File: src/rtl/kda_pkg.sv
// Shared types, constants and key tables of the keypad debounce block.
package kda_pkg;

    localparam int unsigned KDA_HISTORY_DEPTH = 10;
    localparam int unsigned KDA_RING_DEPTH    = 16;

    localparam int unsigned CODE_W  = 4;
    localparam int unsigned CHAR_W  = 7;
    localparam int unsigned ROW_W   = 4;
    localparam int unsigned COL_W   = 3;
    localparam int unsigned CFG_W   = 8;
    localparam int unsigned CFG_IDX_W = 1;

    // Configuration register indexes.
    localparam logic [CFG_IDX_W-1:0] CFG_INITIAL_DELAY = 1'b0;
    localparam logic [CFG_IDX_W-1:0] CFG_REPEAT_PERIOD = 1'b1;

    localparam logic [CFG_W-1:0] INITIAL_DELAY_RST = 8'd8;
    localparam logic [CFG_W-1:0] REPEAT_PERIOD_RST = 8'd4;

    // Item function codes.
    localparam logic FUNC_SCAN = 1'b0;
    localparam logic FUNC_READ = 1'b1;

    typedef logic [CODE_W-1:0] t_code;
    typedef logic [CHAR_W-1:0] t_char;

    // Character write request from the debouncer to the ring.
    typedef struct packed {
        logic  valid;
        t_char ch;
    } t_push;

    // Status of the ring for the item being accepted.
    typedef struct packed {
        logic pop;
        logic ready_next;
    } t_ring_stat;

    // Key code 1..12 to ASCII, zero for any other code.
    function automatic t_char key_char(input t_code code);
        t_char ch;
        case (code)
            4'd1:    ch = 7'h31;   // '1'
            4'd2:    ch = 7'h34;   // '4'
            4'd3:    ch = 7'h37;   // '7'
            4'd4:    ch = 7'h2A;   // '*'
            4'd5:    ch = 7'h32;   // '2'
            4'd6:    ch = 7'h35;   // '5'
            4'd7:    ch = 7'h38;   // '8'
            4'd8:    ch = 7'h30;   // '0'
            4'd9:    ch = 7'h33;   // '3'
            4'd10:   ch = 7'h36;   // '6'
            4'd11:   ch = 7'h39;   // '9'
            4'd12:   ch = 7'h23;   // '#'
            default: ch = '0;
        endcase
        return ch;
    endfunction

    // Lowest active-low row and column give the key code; no key gives zero.
    function automatic t_code encode_key(input logic [ROW_W-1:0] rows,
                                         input logic [COL_W-1:0] cols);
        logic [1:0] r;
        logic [1:0] c;
        t_code      code;
        r = 2'd0;
        c = 2'd0;
        for (int i = ROW_W - 1; i >= 0; i--) begin
            if (!rows[i]) begin
                r = 2'(i);
            end
        end
        for (int i = COL_W - 1; i >= 0; i--) begin
            if (!cols[i]) begin
                c = 2'(i);
            end
        end
        if (rows == '1 || cols == '1) begin
            code = '0;
        end else begin
            code = {c, r} + 4'd1;
        end
        return code;
    endfunction

endpackage

File: src/rtl/kda_scan_if.sv
// Input channel carrying scan ticks and read requests.
interface kda_scan_if;
    logic       valid;
    logic       ready;
    logic       func;
    logic [3:0] row_lines;
    logic [2:0] col_lines;

    modport source (output valid, output func, output row_lines, output col_lines,
                    input ready);
    modport sink (input valid, input func, input row_lines, input col_lines,
                  output ready);
endinterface

File: src/rtl/kda_char_if.sv
// Output channel carrying one result per accepted item.
interface kda_char_if;
    logic       valid;
    logic       ready;
    logic       char_valid;
    logic [6:0] char_code;
    logic       char_ready;
    logic [3:0] debounced_code;

    modport source (output valid, output char_valid, output char_code,
                    output char_ready, output debounced_code, input ready);
    modport sink (input valid, input char_valid, input char_code,
                  input char_ready, input debounced_code, output ready);
endinterface

File: src/rtl/kda_debounce.sv
// Debouncer: code history memory, per-bit counts, press/hold/repeat tracking.
module kda_debounce #(
    parameter int unsigned HISTORY_DEPTH = kda_pkg::KDA_HISTORY_DEPTH
) (
    input  logic                          i_clk,
    input  logic                          i_rst_n,
    input  logic                          i_tick,
    input  logic [kda_pkg::ROW_W-1:0]     i_row_lines,
    input  logic [kda_pkg::COL_W-1:0]     i_col_lines,
    input  logic [kda_pkg::CFG_W-1:0]     i_initial_delay,
    input  logic [kda_pkg::CFG_W-1:0]     i_repeat_period,
    output kda_pkg::t_push                o_push,
    output kda_pkg::t_code                o_stable_next
);
    import kda_pkg::*;

    localparam int unsigned PTR_W = (HISTORY_DEPTH > 1) ? $clog2(HISTORY_DEPTH) : 1;
    localparam int unsigned CNT_W = $clog2(HISTORY_DEPTH + 1);

    t_code             r_hist_mem [HISTORY_DEPTH];
    t_code             r_old;
    logic [PTR_W-1:0]  r_ptr;
    logic [PTR_W-1:0]  n_ptr;
    logic              r_full;
    logic              n_full;
    logic [CNT_W-1:0]  r_cnt [CODE_W];
    logic [CNT_W-1:0]  n_cnt [CODE_W];
    t_code             r_stable;
    logic [CFG_W-1:0]  r_hold;
    logic [CFG_W-1:0]  n_hold;
    logic [CFG_W-1:0]  r_rep;
    logic [CFG_W-1:0]  n_rep;
    logic [CFG_W-1:0]  rep_inc;
    t_code             code;
    t_code             old_code;
    t_code             now;

    assign code     = encode_key(i_row_lines, i_col_lines);
    // Until the history has wrapped once, the overwritten entry is still zero.
    assign old_code = r_full ? r_old : '0;

    always_comb begin
        for (int b = 0; b < CODE_W; b++) begin
            n_cnt[b] = r_cnt[b] - CNT_W'(old_code[b]) + CNT_W'(code[b]);
            now[b]   = (n_cnt[b] == CNT_W'(HISTORY_DEPTH));
        end
    end

    always_comb begin
        if (r_ptr == PTR_W'(HISTORY_DEPTH - 1)) begin
            n_ptr  = '0;
            n_full = 1'b1;
        end else begin
            n_ptr  = r_ptr + PTR_W'(1);
            n_full = r_full;
        end
        if (!i_tick) begin
            n_ptr  = r_ptr;
            n_full = r_full;
        end
    end

    always_comb begin
        n_hold       = r_hold;
        n_rep        = r_rep;
        rep_inc      = r_rep + CFG_W'(1);
        o_push.valid = 1'b0;
        o_push.ch    = key_char(now);
        if (i_tick) begin
            if (now == '0 && r_stable == '0) begin
                n_hold = r_hold;
            end else if ((~now & r_stable) != '0) begin
                n_hold = '0;
            end else if ((now & ~r_stable) != '0) begin
                o_push.valid = 1'b1;
                n_hold       = '0;
            end else if (r_hold < i_initial_delay) begin
                n_hold = r_hold + CFG_W'(1);
                n_rep  = '0;
            end else if (rep_inc >= i_repeat_period) begin
                n_rep        = '0;
                o_push.valid = 1'b1;
            end else begin
                n_rep = rep_inc;
            end
        end
    end

    assign o_stable_next = i_tick ? now : r_stable;

    // The next pointer is read ahead, so the entry about to be replaced is ready.
    always_ff @(posedge i_clk) begin
        if (i_tick) begin
            r_hist_mem[r_ptr] <= code;
        end
        r_old <= r_hist_mem[n_ptr];
    end

    always_ff @(posedge i_clk) begin
        if (!i_rst_n) begin
            r_ptr    <= '0;
            r_full   <= 1'b0;
            r_stable <= '0;
            r_hold   <= '0;
            r_rep    <= '0;
            for (int b = 0; b < CODE_W; b++) begin
                r_cnt[b] <= '0;
            end
        end else if (i_tick) begin
            r_ptr    <= n_ptr;
            r_full   <= n_full;
            r_stable <= now;
            r_hold   <= n_hold;
            r_rep    <= n_rep;
            for (int b = 0; b < CODE_W; b++) begin
                r_cnt[b] <= n_cnt[b];
            end
        end
    end

`ifndef NO_ASSERTIONS
    a_cnt_range: assert property (@(posedge i_clk) disable iff (!i_rst_n)
        r_cnt[0] <= CNT_W'(HISTORY_DEPTH) && r_cnt[3] <= CNT_W'(HISTORY_DEPTH))
        else $error("history bit count exceeds history depth");
    a_push_key: assert property (@(posedge i_clk) disable iff (!i_rst_n)
        o_push.valid |-> (now != '0 && o_push.ch != '0))
        else $error("character pushed without a key");
    a_stable_range: assert property (@(posedge i_clk) disable iff (!i_rst_n)
        r_stable <= 4'd12)
        else $error("debounced code out of key range");
    a_full_sticky: assert property (@(posedge i_clk) disable iff (!i_rst_n)
        r_full |=> r_full)
        else $error("history fill flag dropped without reset");
`endif

endmodule

File: src/rtl/kda_char_ring.sv
// Character ring: synchronous memory with write and read pointers.
module kda_char_ring #(
    parameter int unsigned RING_DEPTH = kda_pkg::KDA_RING_DEPTH
) (
    input  logic                i_clk,
    input  logic                i_rst_n,
    input  kda_pkg::t_push      i_push,
    input  logic                i_pop_req,
    output kda_pkg::t_ring_stat o_stat,
    output kda_pkg::t_char      o_rd_data
);
    import kda_pkg::*;

    localparam int unsigned PTR_W = (RING_DEPTH > 1) ? $clog2(RING_DEPTH) : 1;

    t_char            r_ring_mem [RING_DEPTH];
    t_char            r_rd_data;
    logic [PTR_W-1:0] r_wp;
    logic [PTR_W-1:0] r_rp;
    logic [PTR_W-1:0] wp_inc;
    logic [PTR_W-1:0] rp_inc;
    logic [PTR_W-1:0] n_wp;
    logic [PTR_W-1:0] n_rp;
    logic             pop;

    assign wp_inc = (r_wp == PTR_W'(RING_DEPTH - 1)) ? '0 : r_wp + PTR_W'(1);
    assign rp_inc = (r_rp == PTR_W'(RING_DEPTH - 1)) ? '0 : r_rp + PTR_W'(1);
    assign pop    = i_pop_req && (r_rp != r_wp);
    assign n_wp   = i_push.valid ? wp_inc : r_wp;
    assign n_rp   = pop ? rp_inc : r_rp;

    assign o_stat.pop        = pop;
    assign o_stat.ready_next = (n_rp != n_wp);
    assign o_rd_data         = r_rd_data;

    // Read data is loaded only on a pop, so it holds while the result waits.
    always_ff @(posedge i_clk) begin
        if (i_push.valid) begin
            r_ring_mem[r_wp] <= i_push.ch;
        end
        if (pop) begin
            r_rd_data <= r_ring_mem[r_rp];
        end
    end

    always_ff @(posedge i_clk) begin
        if (!i_rst_n) begin
            r_wp <= '0;
            r_rp <= '0;
        end else begin
            r_wp <= n_wp;
            r_rp <= n_rp;
        end
    end

`ifndef NO_ASSERTIONS
    a_no_push_pop: assert property (@(posedge i_clk) disable iff (!i_rst_n)
        !(i_push.valid && i_pop_req))
        else $error("push and pop requested for the same item");
    a_empty_read: assert property (@(posedge i_clk) disable iff (!i_rst_n)
        (i_pop_req && r_rp == r_wp) |=> $stable(r_rp))
        else $error("read pointer moved on an empty ring");
    a_pop_data: assert property (@(posedge i_clk) disable iff (!i_rst_n)
        (pop && $past(i_rst_n)) |=> $changed(r_rp) || RING_DEPTH == 1)
        else $error("pop did not advance the read pointer");
`endif

endmodule

File: src/rtl/keypad_debounce_autorepeat_buffer.sv
// Top level of the keypad debouncer with auto-repeat and character buffer.
//
// Usage: each transfer on i_scan is either a scan tick (func = 0) carrying the
// sampled active-low row and column lines of a 4x3 keypad, or a read request
// (func = 1) that pops one character from the buffer. Every accepted item
// yields exactly one transfer on o_result: the popped character and its flag
// (zero on a scan tick or an empty buffer), whether characters remain, and
// the debounced key code after the item.
// The result register loads at the accepting edge and is offered from the
// next cycle on. One item can be taken every cycle while the receiver does
// not stall; the history entry about to be replaced is read ahead, so the
// memory read latency adds no stall; a single result register sets the rate.
// When the receiver stalls, the result is held and i_scan.ready drops only
// while a result is waiting and o_result.ready is low, so a new item enters
// in the same cycle the waiting result is taken.
// Synchronous reset clears the history, the hold and repeat counters and the
// ring pointers (empty ring) and loads the initial delay with 8 and the
// repeat period with 4. Configuration writes are taken on any edge with
// i_cfg_we high; index 0 is the initial delay, index 1 the repeat period.
module keypad_debounce_autorepeat_buffer #(
    parameter int unsigned HISTORY_DEPTH = kda_pkg::KDA_HISTORY_DEPTH,
    parameter int unsigned RING_DEPTH    = kda_pkg::KDA_RING_DEPTH
) (
    input  logic                            i_clk,
    input  logic                            i_rst_n,
    input  logic                            i_cfg_we,
    input  logic [kda_pkg::CFG_IDX_W-1:0]   i_cfg_index,
    input  logic [kda_pkg::CFG_W-1:0]       i_cfg_data,
    kda_scan_if.sink                        i_scan,
    kda_char_if.source                      o_result
);
    import kda_pkg::*;

    logic [CFG_W-1:0] r_initial_delay;
    logic [CFG_W-1:0] r_repeat_period;
    logic             accept;
    logic             tick;
    logic             read_req;
    t_push            push;
    t_code            stable_next;
    t_ring_stat       ring_stat;
    t_char            rd_data;

    // Result register: valid is control, the rest is payload.
    logic             r_out_valid;
    logic             r_popped;
    logic             r_char_ready;
    t_code            r_code;

    assign i_scan.ready = !r_out_valid || o_result.ready;
    assign accept       = i_scan.valid && i_scan.ready;
    assign tick         = accept && (i_scan.func == FUNC_SCAN);
    assign read_req     = accept && (i_scan.func == FUNC_READ);

    always_ff @(posedge i_clk) begin
        if (!i_rst_n) begin
            r_initial_delay <= INITIAL_DELAY_RST;
            r_repeat_period <= REPEAT_PERIOD_RST;
        end else if (i_cfg_we) begin
            unique case (i_cfg_index)
                CFG_INITIAL_DELAY: r_initial_delay <= i_cfg_data;
                CFG_REPEAT_PERIOD: r_repeat_period <= i_cfg_data;
            endcase
        end
    end

    kda_debounce #(
        .HISTORY_DEPTH (HISTORY_DEPTH)
    ) u_debounce (
        .i_clk           (i_clk),
        .i_rst_n         (i_rst_n),
        .i_tick          (tick),
        .i_row_lines     (i_scan.row_lines),
        .i_col_lines     (i_scan.col_lines),
        .i_initial_delay (r_initial_delay),
        .i_repeat_period (r_repeat_period),
        .o_push          (push),
        .o_stable_next   (stable_next)
    );

    kda_char_ring #(
        .RING_DEPTH (RING_DEPTH)
    ) u_char_ring (
        .i_clk     (i_clk),
        .i_rst_n   (i_rst_n),
        .i_push    (push),
        .i_pop_req (read_req),
        .o_stat    (ring_stat),
        .o_rd_data (rd_data)
    );

    always_ff @(posedge i_clk) begin
        if (!i_rst_n) begin
            r_out_valid <= 1'b0;
        end else if (accept) begin
            r_out_valid <= 1'b1;
        end else if (o_result.ready) begin
            r_out_valid <= 1'b0;
        end
    end

    always_ff @(posedge i_clk) begin
        if (accept) begin
            r_popped     <= ring_stat.pop;
            r_char_ready <= ring_stat.ready_next;
            r_code       <= stable_next;
        end
    end

    // The ring's read data register holds the popped character.
    assign o_result.valid          = r_out_valid;
    assign o_result.char_valid     = r_popped;
    assign o_result.char_code      = r_popped ? rd_data : '0;
    assign o_result.char_ready     = r_char_ready;
    assign o_result.debounced_code = r_code;

`ifndef NO_ASSERTIONS
    a_char_nonzero: assert property (@(posedge i_clk) disable iff (!i_rst_n)
        (r_out_valid && r_popped) |-> (o_result.char_code != '0))
        else $error("popped character is zero");
    a_scan_no_char: assert property (@(posedge i_clk) disable iff (!i_rst_n)
        tick |=> !r_popped)
        else $error("scan tick returned a character");
    a_pop_ready: assert property (@(posedge i_clk) disable iff (!i_rst_n)
        (read_req && !ring_stat.pop) |-> !ring_stat.ready_next)
        else $error("empty read reports characters pending");
`endif

endmodule
File: src/flat_wrapper.sv
// flat-port wrapper written by rule: the top's interface ports become plain ports
module keypad_debounce_autorepeat_buffer_flat import kda_pkg::*;
#(
    parameter int unsigned HISTORY_DEPTH = kda_pkg::KDA_HISTORY_DEPTH,
    parameter int unsigned RING_DEPTH    = kda_pkg::KDA_RING_DEPTH
)
  (i_clk, i_rst_n, i_cfg_we, i_cfg_index, i_cfg_data, i_scan_valid, i_scan_func, i_scan_row_lines, i_scan_col_lines, i_scan_ready, o_result_valid, o_result_char_valid, o_result_char_code, o_result_char_ready, o_result_debounced_code, o_result_ready);
  kda_scan_if i_scan_i ();
  kda_char_if o_result_i ();
  input  logic i_clk;
  input  logic i_rst_n;
  input  logic i_cfg_we;
  input  logic [kda_pkg::CFG_IDX_W-1:0] i_cfg_index;
  input  logic [kda_pkg::CFG_W-1:0] i_cfg_data;
  input wire logic [$bits(i_scan_i.valid)-1:0] i_scan_valid;
  input wire logic [$bits(i_scan_i.func)-1:0] i_scan_func;
  input wire logic [$bits(i_scan_i.row_lines)-1:0] i_scan_row_lines;
  input wire logic [$bits(i_scan_i.col_lines)-1:0] i_scan_col_lines;
  output wire logic [$bits(i_scan_i.ready)-1:0] i_scan_ready;
  output wire logic [$bits(o_result_i.valid)-1:0] o_result_valid;
  output wire logic [$bits(o_result_i.char_valid)-1:0] o_result_char_valid;
  output wire logic [$bits(o_result_i.char_code)-1:0] o_result_char_code;
  output wire logic [$bits(o_result_i.char_ready)-1:0] o_result_char_ready;
  output wire logic [$bits(o_result_i.debounced_code)-1:0] o_result_debounced_code;
  input wire logic [$bits(o_result_i.ready)-1:0] o_result_ready;
  assign i_scan_i.valid = i_scan_valid;
  assign i_scan_i.func = i_scan_func;
  assign i_scan_i.row_lines = i_scan_row_lines;
  assign i_scan_i.col_lines = i_scan_col_lines;
  assign i_scan_ready = i_scan_i.ready;
  assign o_result_valid = o_result_i.valid;
  assign o_result_char_valid = o_result_i.char_valid;
  assign o_result_char_code = o_result_i.char_code;
  assign o_result_char_ready = o_result_i.char_ready;
  assign o_result_debounced_code = o_result_i.debounced_code;
  assign o_result_i.ready = o_result_ready;
  keypad_debounce_autorepeat_buffer #(.HISTORY_DEPTH(HISTORY_DEPTH), .RING_DEPTH(RING_DEPTH)) u_core (.i_clk(i_clk), .i_rst_n(i_rst_n), .i_cfg_we(i_cfg_we), .i_cfg_index(i_cfg_index), .i_cfg_data(i_cfg_data), .i_scan(i_scan_i), .o_result(o_result_i));
endmodule
File: config.mk
export PLATFORM = sky130hd
export DESIGN_NAME = keypad_debounce_autorepeat_buffer_flat
export DESIGN_NICKNAME = d
export VERILOG_FILES = /design/src/rtl/kda_pkg.sv /design/src/rtl/kda_scan_if.sv /design/src/rtl/kda_char_if.sv /design/src/rtl/kda_debounce.sv /design/src/rtl/kda_char_ring.sv /design/src/rtl/keypad_debounce_autorepeat_buffer.sv /design/src/flat_wrapper.sv
export SDC_FILE = /design/constraint.sdc
export NUM_CORES = 1
export LEC_CHECK = 0
export ABC_AREA = 1
export BUFFER_PORTS_ARGS = -buffer_cell sky130_fd_sc_hd__buf_2
export CAP_MARGIN = 20
export CELL_PAD_IN_SITES_DETAIL_PLACEMENT = 1
export CELL_PAD_IN_SITES_GLOBAL_PLACEMENT = 1
export CORE_MARGIN = 10
export CORE_UTILIZATION = 40
export CTS_BUF_LIST = sky130_fd_sc_hd__clkbuf_8
export DETAILED_ROUTE_END_ITERATION = 10
export HOLD_SLACK_MARGIN = 0.05
export PLACE_DENSITY_LB_ADDON = 0.1
export RECOVER_POWER = 50
export SYNTH_ARGS = -nofsm -noshare
export SYNTH_HDL_FRONTEND = slang
export SYNTH_HIERARCHICAL = 1
export SYNTH_SLANG_ARGS = --single-unit
File: constraint.sdc
create_clock -name i_clk -period 8.95 [get_ports i_clk]
set_input_delay 0.4475 -clock i_clk [delete_from_list [all_inputs] [get_ports i_clk]]
set_output_delay 0.4475 -clock i_clk [all_outputs]
set_load 0.01 [all_outputs]
==> flow_metrics.py, run 1 <==
metrics = {
    "outcome": {
        "status": "finished with violations",
        "violations": "max-capacitance violations, max-slew violations",
    },
    "setup_path": {
        "startpoint": "u_core/u_char_ring/r_rp[0]",
        "r2r_slack_ps": 3410,
        "timing.rr.end": "u_core/o_result.char_ready",
        "ff2ff_path_depth": 13,
        "critical_path_arrival_ps": 5830,
        "path_class": "flop to flop",
        "crit_path_cell_trace": "clkbuf_1, clkinv_1, clkbuf_1, nand2_1, nand2_1, nor2_1, nand2_1, nand2_1, nand2_2, nand3_1, nand2_1, nor2_1, nand2_1",
        "critPathMaxStageDelay_ps": 2130,
        "end_kind": "flop",
        "endpoint": "u_core/o_result.char_ready",
        "worst-path-max-fanout": 65,
        "critical_path_required_ps": 9230,
        "timing.rr.start": "u_core/u_char_ring/r_rp[0]",
        "critPathLaunchType": "flop",
        "path_common_cell": "nand2_1",
        "cp_slowest_cell": "clkbuf_1",
    },
    "timing": {
        "skew_ps": 21.7,
        "finalCritPeriodShare": 0.619,
        "slew_violations": 122,
        "rsz0062_at_grt": "false",
        "slew_headroom": -1.02,
        "period_minus_slack_ps": 5540,
        "setup_viol": 0,
        "hold_ws_ps": 171,
        "fmax_mhz": 180,
        "hold_violations": 0,
        "fin_setup_tns_ps": 0,
        "worst_slew_pin_slew_ps": 3040,
    },
    "yosys": {
        "synth_cell_types": 44,
        "yosys.area.top_type": "edfxtp_1",
        "synth_enable_flop_cells": 181,
        "ys_async_sr_fraction": 0,
        "synth-xor-area-share": 0.0147,
        "syn_avg_cell_area_sq_um": 9.51,
        "yosys.area_share.simple": 0.207,
        "synth_seq_cells": 235,
        "synthCells": 1188,
        "synth_area_sq_um": 11300,
        "syn_nets": 1258,
        "ys_top_cells_by_count": "nand2_1, edfxtp_1, nor2_1",
        "muxShareOfSynthArea": 0,
        "synth_ff_type": "edfxtp_1",
        "synth.area.top_cells": "edfxtp_1, dfxtp_1, nand2_1",
        "seq_area_frac_synth": 0.577,
        "synth-compound-area-share": 0.0787,
        "synth_top_area_share": 0.481,
        "synth_top_family_by_area": "simple AND/OR/NAND/NOR gates",
        "synthAdderAreaFrac": 0.0558,
        "yosysWarnings": 6,
        "yosysMostFrequentCell": "nand2_1",
    },
    "global_route": {
        "grt_antenna_before_repair": 0,
        "grt_pass1_wl_um": 45900,
        "gr-usage-all-layers": 0.161,
        "grt_max_degree": 66,
        "grt_pass1_vias": 8576,
        "grt_overflow": 0,
    },
    "finish": {
        "nNetsFinal": 1311,
        "final_util": 0.451,
        "drive_gt1_frac": 0.0841,
        "area_growth_pct": 11.3,
        "antenna_cells": 0,
        "multi_input_area_sq_um": 3980,
        "fill_cells": 3273,
        "seqCellArea_sq_um": 6520,
    },
    "drt": {
        "routedWlPerCell_um": 17.2,
        "wl_um": 28400,
        "drc": 0,
        "drtPass1Iterations": 7,
        "drtAntennaViolNets": 0,
        "vias_per_cell": 4.99,
        "dr.first_iter.drc_count": 405,
        "vias": 8231,
    },
    "clocking": {
        "cts.clk_slew.worst_paths_ps": 60,
        "clock-sinks": 235,
        "cts-resized-gates": 0,
        "ctsHoldBuffers": 0,
        "root_buffer": "clkbuf_8",
        "cts_setup_buffers": 0,
        "cts_tree": "yes",
        "htreeDepth": 2,
        "cts_buffers": 42,
        "clock_latency_ps": 540,
        "clockBufferDepth": 3,
    },
    "floorplan": {
        "core_sq_um": 27900,
        "dieHeight_um": 188,
        "io_pins": 37,
        "initial_core_util": 0.406,
        "dieArea_sq_um": 35400,
        "die_w_um": 188,
        "num_rows": 61,
    },
    "pwr": {
        "p_per_area_nw_per_um2": 191,
        "power_mw": 2.40,
        "p_leak_nw": 5.11,
        "ir_drop_v": 0.000118,
    },
    "place": {
        "gp_congestion": 0.742,
        "dpl.hpwl_um": 19300,
        "io_buffers": 36,
    },
    "flow_run": {
        "drv_cap": 2,
    },
    "hold_path": {
        "hp-class": "input pin to flop",
        "hold_depth": 3,
    },
}
[worst min-delay path by stage]
stage,start,to
after floorplan,u_core/r_repeat_period[2],u_core/r_repeat_period[2]
after global placement,u_core/u_debounce/r_rep[6],u_core/u_debounce/r_rep[6]
after detailed placement,u_core/r_repeat_period[5],u_core/r_repeat_period[5]
after CTS,i_scan_valid,u_core/o_result.valid
after global routing,i_scan_valid,u_core/o_result.valid
final,i_scan_valid,u_core/o_result.valid
[cells in the final DEF, fill, tap and decap left out, types with 8 or more instances in the layout]
| cell | n |
|---|---|
| a21oi_1 | 54 |
| xnor2_1 | 8 |
| nor3_1 | 8 |
| clkbuf_1 | 24 |
| nand2_1 | 267 |
| ha_1 | 44 |
| inv_1 | 150 |
| nand2_2 | 8 |
| clkbuf_8 | 50 |
| dfxtp_1 | 53 |
| nor2_1 | 146 |
| xor2_1 | 11 |
| edfxtp_1 | 181 |
| o22ai_1 | 11 |
| buf_2 | 18 |
| nand3_1 | 94 |
| o21ai_0 | 60 |
[power breakdown]
group | internal [mW] | total [mW] | switching (mW) | leakage, nW
logic | 0.0602 | 0.205 | 0.144 | 2.52
registers | 1.21 | 1.22 | 0.0135 | 2.12
clock network | 0.536 | 0.977 | 0.441 | 0.478
total | 1.81 | 2.40 | 0.599 | 5.11
[metrics by stage]
stage,instance area [sq um],setup slack (ps),std cells
after floorplan,11300,4690,1188
after global placement,11800,3310,1574
after detailed placement,11800,3230,1575
after CTS,12700,3800,1651
after global routing,12600,2580,1651
final,12600,3410,1651
[routing by layer]
layer | track usage | vias up | share of wire
met2 | 0.283 | 86 | 0.50
met4 | 0.0394 | 0 | 0.016
met3 | 0.0265 | 40 | 0.028
met1 | 0.199 | 4026 | 0.46
met5 | 0 | - | 0
li1 | - | 4079 | -
[worst max-delay path, delay by kind of cell (launching register included)]
family / cells / cell delay (ps)
simple gates: 10 / 1500
flops: 1 / 310
buf+inv: 3 / 3470
[flip-flops by register name (all words and copies together) (netlist names)]
name / flops
u_core/u_char_ring/r_ring_mem: 112
u_core/u_debounce/r_hist_mem: 40
u_core/u_debounce/r_cnt: 16
u_core/r_initial_delay: 8
u_core/r_repeat_period: 8
u_core/u_debounce/r_hold: 8
u_core/u_debounce/r_rep: 8
u_core/u_char_ring/o_rd_data: 7
u_core/o_result.debounced_code: 4
u_core/u_char_ring/r_rp: 4
u_core/u_char_ring/r_wp: 4
u_core/u_debounce/r_old: 4
u_core/u_debounce/r_ptr: 4
u_core/u_debounce/r_stable: 4
u_core/o_result.char_ready: 1
u_core/o_result.char_valid: 1
u_core/o_result.valid: 1
u_core/u_debounce/r_full: 1
[logic make-up (layout without fill, tap and decap cells)]
kind of cell,Yosys count,after routing
and+or+nand+nor,546,546
xor gates and xnor gates,19,19
DFF,235,235
AOI/OAI and AO/OA,156,156
other,1,1
buffers and inverters,183,268
adders and majority gates,48,48
[final cells by class]
cell class,instances,share of cell area
Multi-Input combinational cell,770,0.317
Sequential cell,235,0.518
Inverter,144,0.0430
Timing Repair Buffer,48,0.0182
Tap cell,378,0.0376
Clock buffer,50,0.0547
Clock inverter,26,0.0110
Power figures use the tool's default switching activity.
==> run 2, diff against run 1 <==
==> constraint.sdc (replaced) <==
create_clock -name i_clk -period 4.7 [get_ports i_clk]
set_input_delay 0.235 -clock i_clk [delete_from_list [all_inputs] [get_ports i_clk]]
set_output_delay 0.235 -clock i_clk [all_outputs]
set_load 0.01 [all_outputs]
==> run 2 against run 1 <==
Effect of this change: core utilization is 0.78 points higher; die area stayed put; critical path type unchanged; worst hold slack worse by 74 ps; setup slack worse by 2800 ps; the flow still finishes with violations (max-capacitance violations, max-slew violations); count of clock-buffer cells in the layout is 2 lower; critical path depth is 14 higher; via count is 1.4% higher; combinational power is 96% higher; cell count is 1.9% higher; total power is 87% higher; global-route usage is 0.18 points higher; non-clock buffer count is 34 higher.
==> flow_metrics.py, run 2 (synthesized netlist as in run 1, its figures left out) <==
metrics = {
    "pwr": {
        "p_leak_nw": 5.24,
        "p_per_area_nw_per_um2": 352,
        "ir_drop_v": 0.000136,
        "power_mw": 4.50,
    },
    "timing": {
        "rsz0062_at_grt": "false",
        "fmax_mhz": 245,
        "setup_viol": 0,
        "worst_slew_pin_slew_ps": 1890,
        "finalCritPeriodShare": 0.870,
        "slew_violations": 56,
        "skew_ps": 17.3,
        "hold_ws_ps": 96.7,
        "hold_violations": 0,
        "fin_setup_tns_ps": 0,
        "slew_headroom": -0.259,
        "period_minus_slack_ps": 4090,
    },
    "floorplan": {
        "num_rows": 61,
        "dieArea_sq_um": 35400,
        "io_pins": 37,
        "dieHeight_um": 188,
        "initial_core_util": 0.406,
        "die_w_um": 188,
        "core_sq_um": 27900,
    },
    "finish": {
        "area_growth_pct": 13.2,
        "nNetsFinal": 1345,
        "layout_commonest_cell": "nand2_1",
        "antenna_cells": 0,
        "mostFrequentLayoutCells": "nand2_1, edfxtp_1, inv_1",
        "largestRegisters": "u_core/u_char_ring/r_ring_mem (112), u_core/u_debounce/r_hist_mem (40), u_core/u_debounce/r_cnt (16)",
        "drive_gt1_frac": 0.0904,
        "max_flop_register": "u_core/u_char_ring/r_ring_mem",
        "largest_reg_flops": 112,
    },
    "clocking": {
        "cts_tree": "yes",
        "clock_latency_ps": 550,
        "clockBufferDepth": 3,
        "cts.clk_slew.worst_paths_ps": 60,
        "clock-sinks": 235,
        "root_buffer": "clkbuf_8",
        "cts_buffers": 42,
        "htreeDepth": 2,
        "cts-resized-gates": 0,
    },
    "global_route": {
        "grt_max_degree": 65,
        "gr-usage-all-layers": 0.162,
        "grt_pass1_vias": 8829,
        "grt_pass1_wl_um": 46700,
        "grt_antenna_before_repair": 0,
        "grt_overflow": 0,
    },
    "setup_path": {
        "end_kind": "flop",
        "critical_path_arrival_ps": 4390,
        "path_class": "flop to flop",
        "critPathLaunchType": "flop",
        "critical_path_required_ps": 5010,
        "worst-path-max-fanout": 9,
    },
    "drt": {
        "vias_per_cell": 4.96,
        "drc": 0,
        "vias": 8343,
        "wl_um": 28700,
        "dr.first_iter.drc_count": 367,
        "drtPass1Iterations": 4,
        "drtAntennaViolNets": 0,
        "routedWlPerCell_um": 17.1,
    },
    "place": {
        "gp_congestion": 0.811,
        "io_buffers": 36,
        "dpl.hpwl_um": 19600,
    },
    "outcome": {
        "status": "finished with violations",
        "violations": "max-capacitance violations, max-slew violations",
    },
    "flow_run": {
        "drv_cap": 1,
    },
    "hold_path": {
        "hp-class": "input pin to flop",
    },
}
-- run 2: cell types whose count changed in the layout (fill, tap and decap cells not counted), moves of 2 or more --
cell | before | now
dlygate4sd3_1 | 0 | 12
clkbuf_1 | 24 | 31
inv_1 | 150 | 152
clkbuf_8 | 50 | 48
buf_2 | 18 | 11
buf_4 | 5 | 28
-- run 2: path summary, 6_finish.rpt --
kind / startpoint / endpoint / slack (ps) / cells past startpoint
setup / recovery: u_core/u_debounce/r_full / u_core/o_result.char_ready / 610 / 27
hold / removal: i_rst_n / u_core/r_initial_delay[6] / 100 / 3
setup reg to reg: u_core/u_debounce/r_full / u_core/o_result.char_ready / 610 / 27
hold reg to reg: u_core/r_repeat_period[7] / u_core/r_repeat_period[7] / 460 / 2
-- run 2: worst max-delay path: stages (launching register included) --
cell,delay [ps]
dfxtp_1,340
nand2_1,80
inv_1,50
ha_1,260
inv_1,40
ha_1,210
fa_1,510
nand2_1,60
nor2_1,160
nand3_1,250
ha_1,300
nand3_1,80
nor3_1,50
nand3_1,90
nand2_2,80
inv_2,100
nand2_1,50
a21oi_1,130
buf_4,180
nand2_1,60
inv_1,70
nand3_1,80
o21ai_0,240
inv_1,90
nand3_1,90
nand2_1,50
nor2_1,100
nand2_1,60
-- run 2: final cells by class --
class | instances | area [sq um]
clock buffers | 48 | 661
clock inverters | 26 | 113
fillers | 3231 | 15100
inverters | 144 | 541
multi-input cells | 770 | 3980
flip-flops and latches | 235 | 6520
well taps | 378 | 473
repair buffers | 82 | 502
-- run 2: report_power, final --
group | switching, mW | internal [mW]
clock network | 0.835 | 0.931
logic | 0.278 | 0.123
registers | 0.0251 | 2.30
-- run 2: timing repair --
action	4_1_cts	5_1_grt
hold buffers	12	0
setup buffers	0	0
hold endpoints to repair	17	0
endpoints found under the setup margin	0	0
-- run 2: through the flow --
stage	cells	cell area (sq um)	utilization	setup WS [ps]
after floorplan	1188	11300	-	650
after detailed placement	1596	12000	0.430	130
after global placement	1595	12000	0.430	274
after global routing	1683	12800	0.459	181
after CTS	1682	12900	0.462	668
final	1683	12800	0.459	612
-- run 2: metal layers --
metal,global-route usage,vias up,wire length [um]
met2,0.274,117,14100
li1,-,4160,-
met1,0.206,4033,13000
met5,0,-,0
met4,0.0502,0,450
met3,0.0293,33,1120
==> run 3, diff against run 2 <==
--- a/config.mk
+++ b/config.mk
@@ -11,7 +11,7 @@
 export CELL_PAD_IN_SITES_DETAIL_PLACEMENT = 1
 export CELL_PAD_IN_SITES_GLOBAL_PLACEMENT = 1
 export CORE_MARGIN = 10
-export CORE_UTILIZATION = 40
+export CORE_UTILIZATION = 51
 export CTS_BUF_LIST = sky130_fd_sc_hd__clkbuf_8
 export DETAILED_ROUTE_END_ITERATION = 10
 export HOLD_SLACK_MARGIN = 0.05
==> constraint.sdc (replaced) <==
create_clock -name i_clk -period 3.8 [get_ports i_clk]
set_input_delay 0.19 -clock i_clk [delete_from_list [all_inputs] [get_ports i_clk]]
set_output_delay 0.19 -clock i_clk [all_outputs]
set_load 0.01 [all_outputs]
==> run 3 against run 2 <==
Effect of this change: the run now ends clean; count of clock-buffer cells in the layout rose by 1; clock power increased by 41%; first-iteration DRC count is 19% higher; wire length increased by 8.4%; non-clock buffer count rose by 37.
==> flow_metrics.py, run 3 (synthesized netlist as in run 1, its figures left out) <==
metrics = {
    "pwr": {
        "p_per_area_nw_per_um2": 447,
        "power_mw": 5.98,
        "p_leak_nw": 5.61,
        "ir_drop_v": 0.000285,
    },
    "clocking": {
        "root_buffer": "clkbuf_8",
        "htreeDepth": 2,
        "cts_buffers": 42,
        "clock-sinks": 235,
        "clock_latency_ps": 550,
        "clockBufferDepth": 3,
        "cts_tree": "yes",
        "cts.clk_slew.worst_paths_ps": 60,
    },
    "timing": {
        "setup_ws_ps": 72.4,
        "slew_headroom": 0.340,
        "slew_violations": 0,
        "rsz0062_at_grt": "true",
        "fmax_mhz": 268,
        "worst_slew_pin_slew_ps": 988,
        "period_minus_slack_ps": 3730,
        "setup_viol": 0,
        "fin_setup_tns_ps": 0,
        "skew_ps": 20.8,
        "hold_ws_ps": 79.3,
        "finalCritPeriodShare": 0.981,
        "hold_violations": 0,
    },
    "drt": {
        "wl_met3_um": 1290,
        "drc": 0,
        "top_layer": "met4",
        "routedWlPerCell_um": 19.1,
        "wirelength_met1_um": 12600,
        "vias_per_cell": 5.44,
        "drtPass1Iterations": 4,
        "dr.first_iter.drc_count": 438,
        "wl_met2_um": 16300,
        "vias": 8846,
        "wl_um": 31100,
        "drtAntennaViolNets": 0,
    },
    "setup_path": {
        "critical_path_arrival_ps": 4030,
        "path_class": "flop to flop",
        "end_kind": "flop",
        "r2r_slack_ps": 70,
        "critPathBufInv": 5,
        "path_common_cell": "nand2_1",
        "cp_slowest_cell": "fa_2",
        "worst-path-max-fanout": 4,
        "critPathMaxStageDelay_ps": 560,
        "critical_path_required_ps": 4100,
        "cp_top_family": "simple AND/OR/NAND/NOR gates",
        "timing.rr.start": "u_core/u_debounce/r_full",
        "startpoint": "u_core/u_debounce/r_full",
        "critPathLaunchType": "flop",
    },
    "place": {
        "gp_congestion": 0.826,
        "pre_cts_slack_ps": -417,
        "dpl_cell_area_sq_um": 12100,
        "dpl.hpwl_um": 20600,
        "dp_cells": 1528,
        "io_buffers": 36,
    },
    "hold_path": {
        "hp-class": "input pin to flop",
        "hp-start": "i_rst_n",
    },
    "finish": {
        "max_flop_register": "u_core/u_char_ring/r_ring_mem",
        "mostFrequentLayoutCells": "nand2_1, edfxtp_1, inv_1",
        "antenna_cells": 0,
        "largest_reg_flops": 112,
        "final_area_sq_um": 13400,
        "layout.cells.non_filler": 1625,
        "area_growth_pct": 18.3,
        "nNetsFinal": 1382,
        "largestRegisters": "u_core/u_char_ring/r_ring_mem (112), u_core/u_debounce/r_hist_mem (40), u_core/u_debounce/r_cnt (16)",
        "layout_commonest_cell": "nand2_1",
        "final_util": 0.613,
        "fill_cells": 2470,
        "drive_gt1_frac": 0.181,
    },
    "floorplan": {
        "die_w_um": 169,
        "io_pins": 37,
        "num_rows": 54,
        "dieHeight_um": 169,
        "initial_core_util": 0.518,
        "dieArea_sq_um": 28500,
        "core_sq_um": 21800,
    },
    "outcome": {
        "status": "completed",
    },
    "global_route": {
        "gr-usage-all-layers": 0.211,
        "grt_antenna_before_repair": 0,
        "grt_overflow": 0,
        "grt_pass1_vias": 9430,
        "grt_pass1_wl_um": 48700,
        "grt_max_degree": 65,
    },
    "flow_run": {
        "drv_cap": 0,
    },
}
run 3: cell count changes in the layout (fill, tap and decap cells not counted), sizes merged:
cell,previous run,this run
buf,39,106
clkbuf,79,49
bufinv,0,4
clkinv,9,6
inv,160,162
clkinvlp,1,0
dlygate4sd3,12,13
run 3: cell type report:
type / count / area [sq um] / share of cell area
flip-flops and latches: 235 / 6520 / 0.488
inverters: 144 / 541 / 0.0404
clock inverters: 28 / 225 / 0.0168
well taps: 280 / 350 / 0.0262
clock buffers: 49 / 674 / 0.0504
repair buffers: 119 / 843 / 0.0631
multi-input cells: 770 / 4220 / 0.315
run 3: repair_timing:
item / in CTS / in global routing
resized for setup: 11 / 41
hold buffers: 13 / 0
pin swaps: 5 / 27
setup buffers: 3 / 5
endpoints found under the hold margin: 17 / 0
setup endpoints to repair: 115 / 115
cloned: 0 / 0
run 3: layer usage:
metal,up-vias,GRT usage
met5,-,0
met4,0,0.0772
met3,73,0.0338
met2,196,0.384
met1,4348,0.245
li1,4229,-
run 3: path summary, 6_finish.rpt:
kind	to	cells past startpoint
worst max-delay path	u_core/o_result.char_ready	26
worst min-delay path	u_core/r_initial_delay[3]	2
worst max register to register	u_core/o_result.char_ready	26
worst min register to register	u_core/r_repeat_period[3]	2
run 3: power breakdown:
group	switching (mW)	internal (mW)
logic	0.387	0.203
clock network	1.05	1.45
registers	0.0342	2.85
run 3: worst register-to-register path, delay by kind of cell (launching register included):
| family | cells | cell delay, ps |
|---|---|---|
| flops | 1 | 340 |
| simple gates | 15 | 1270 |
| buf+inv | 5 | 320 |
| fa+ha+maj | 4 | 1200 |
| compound gates | 2 | 400 |
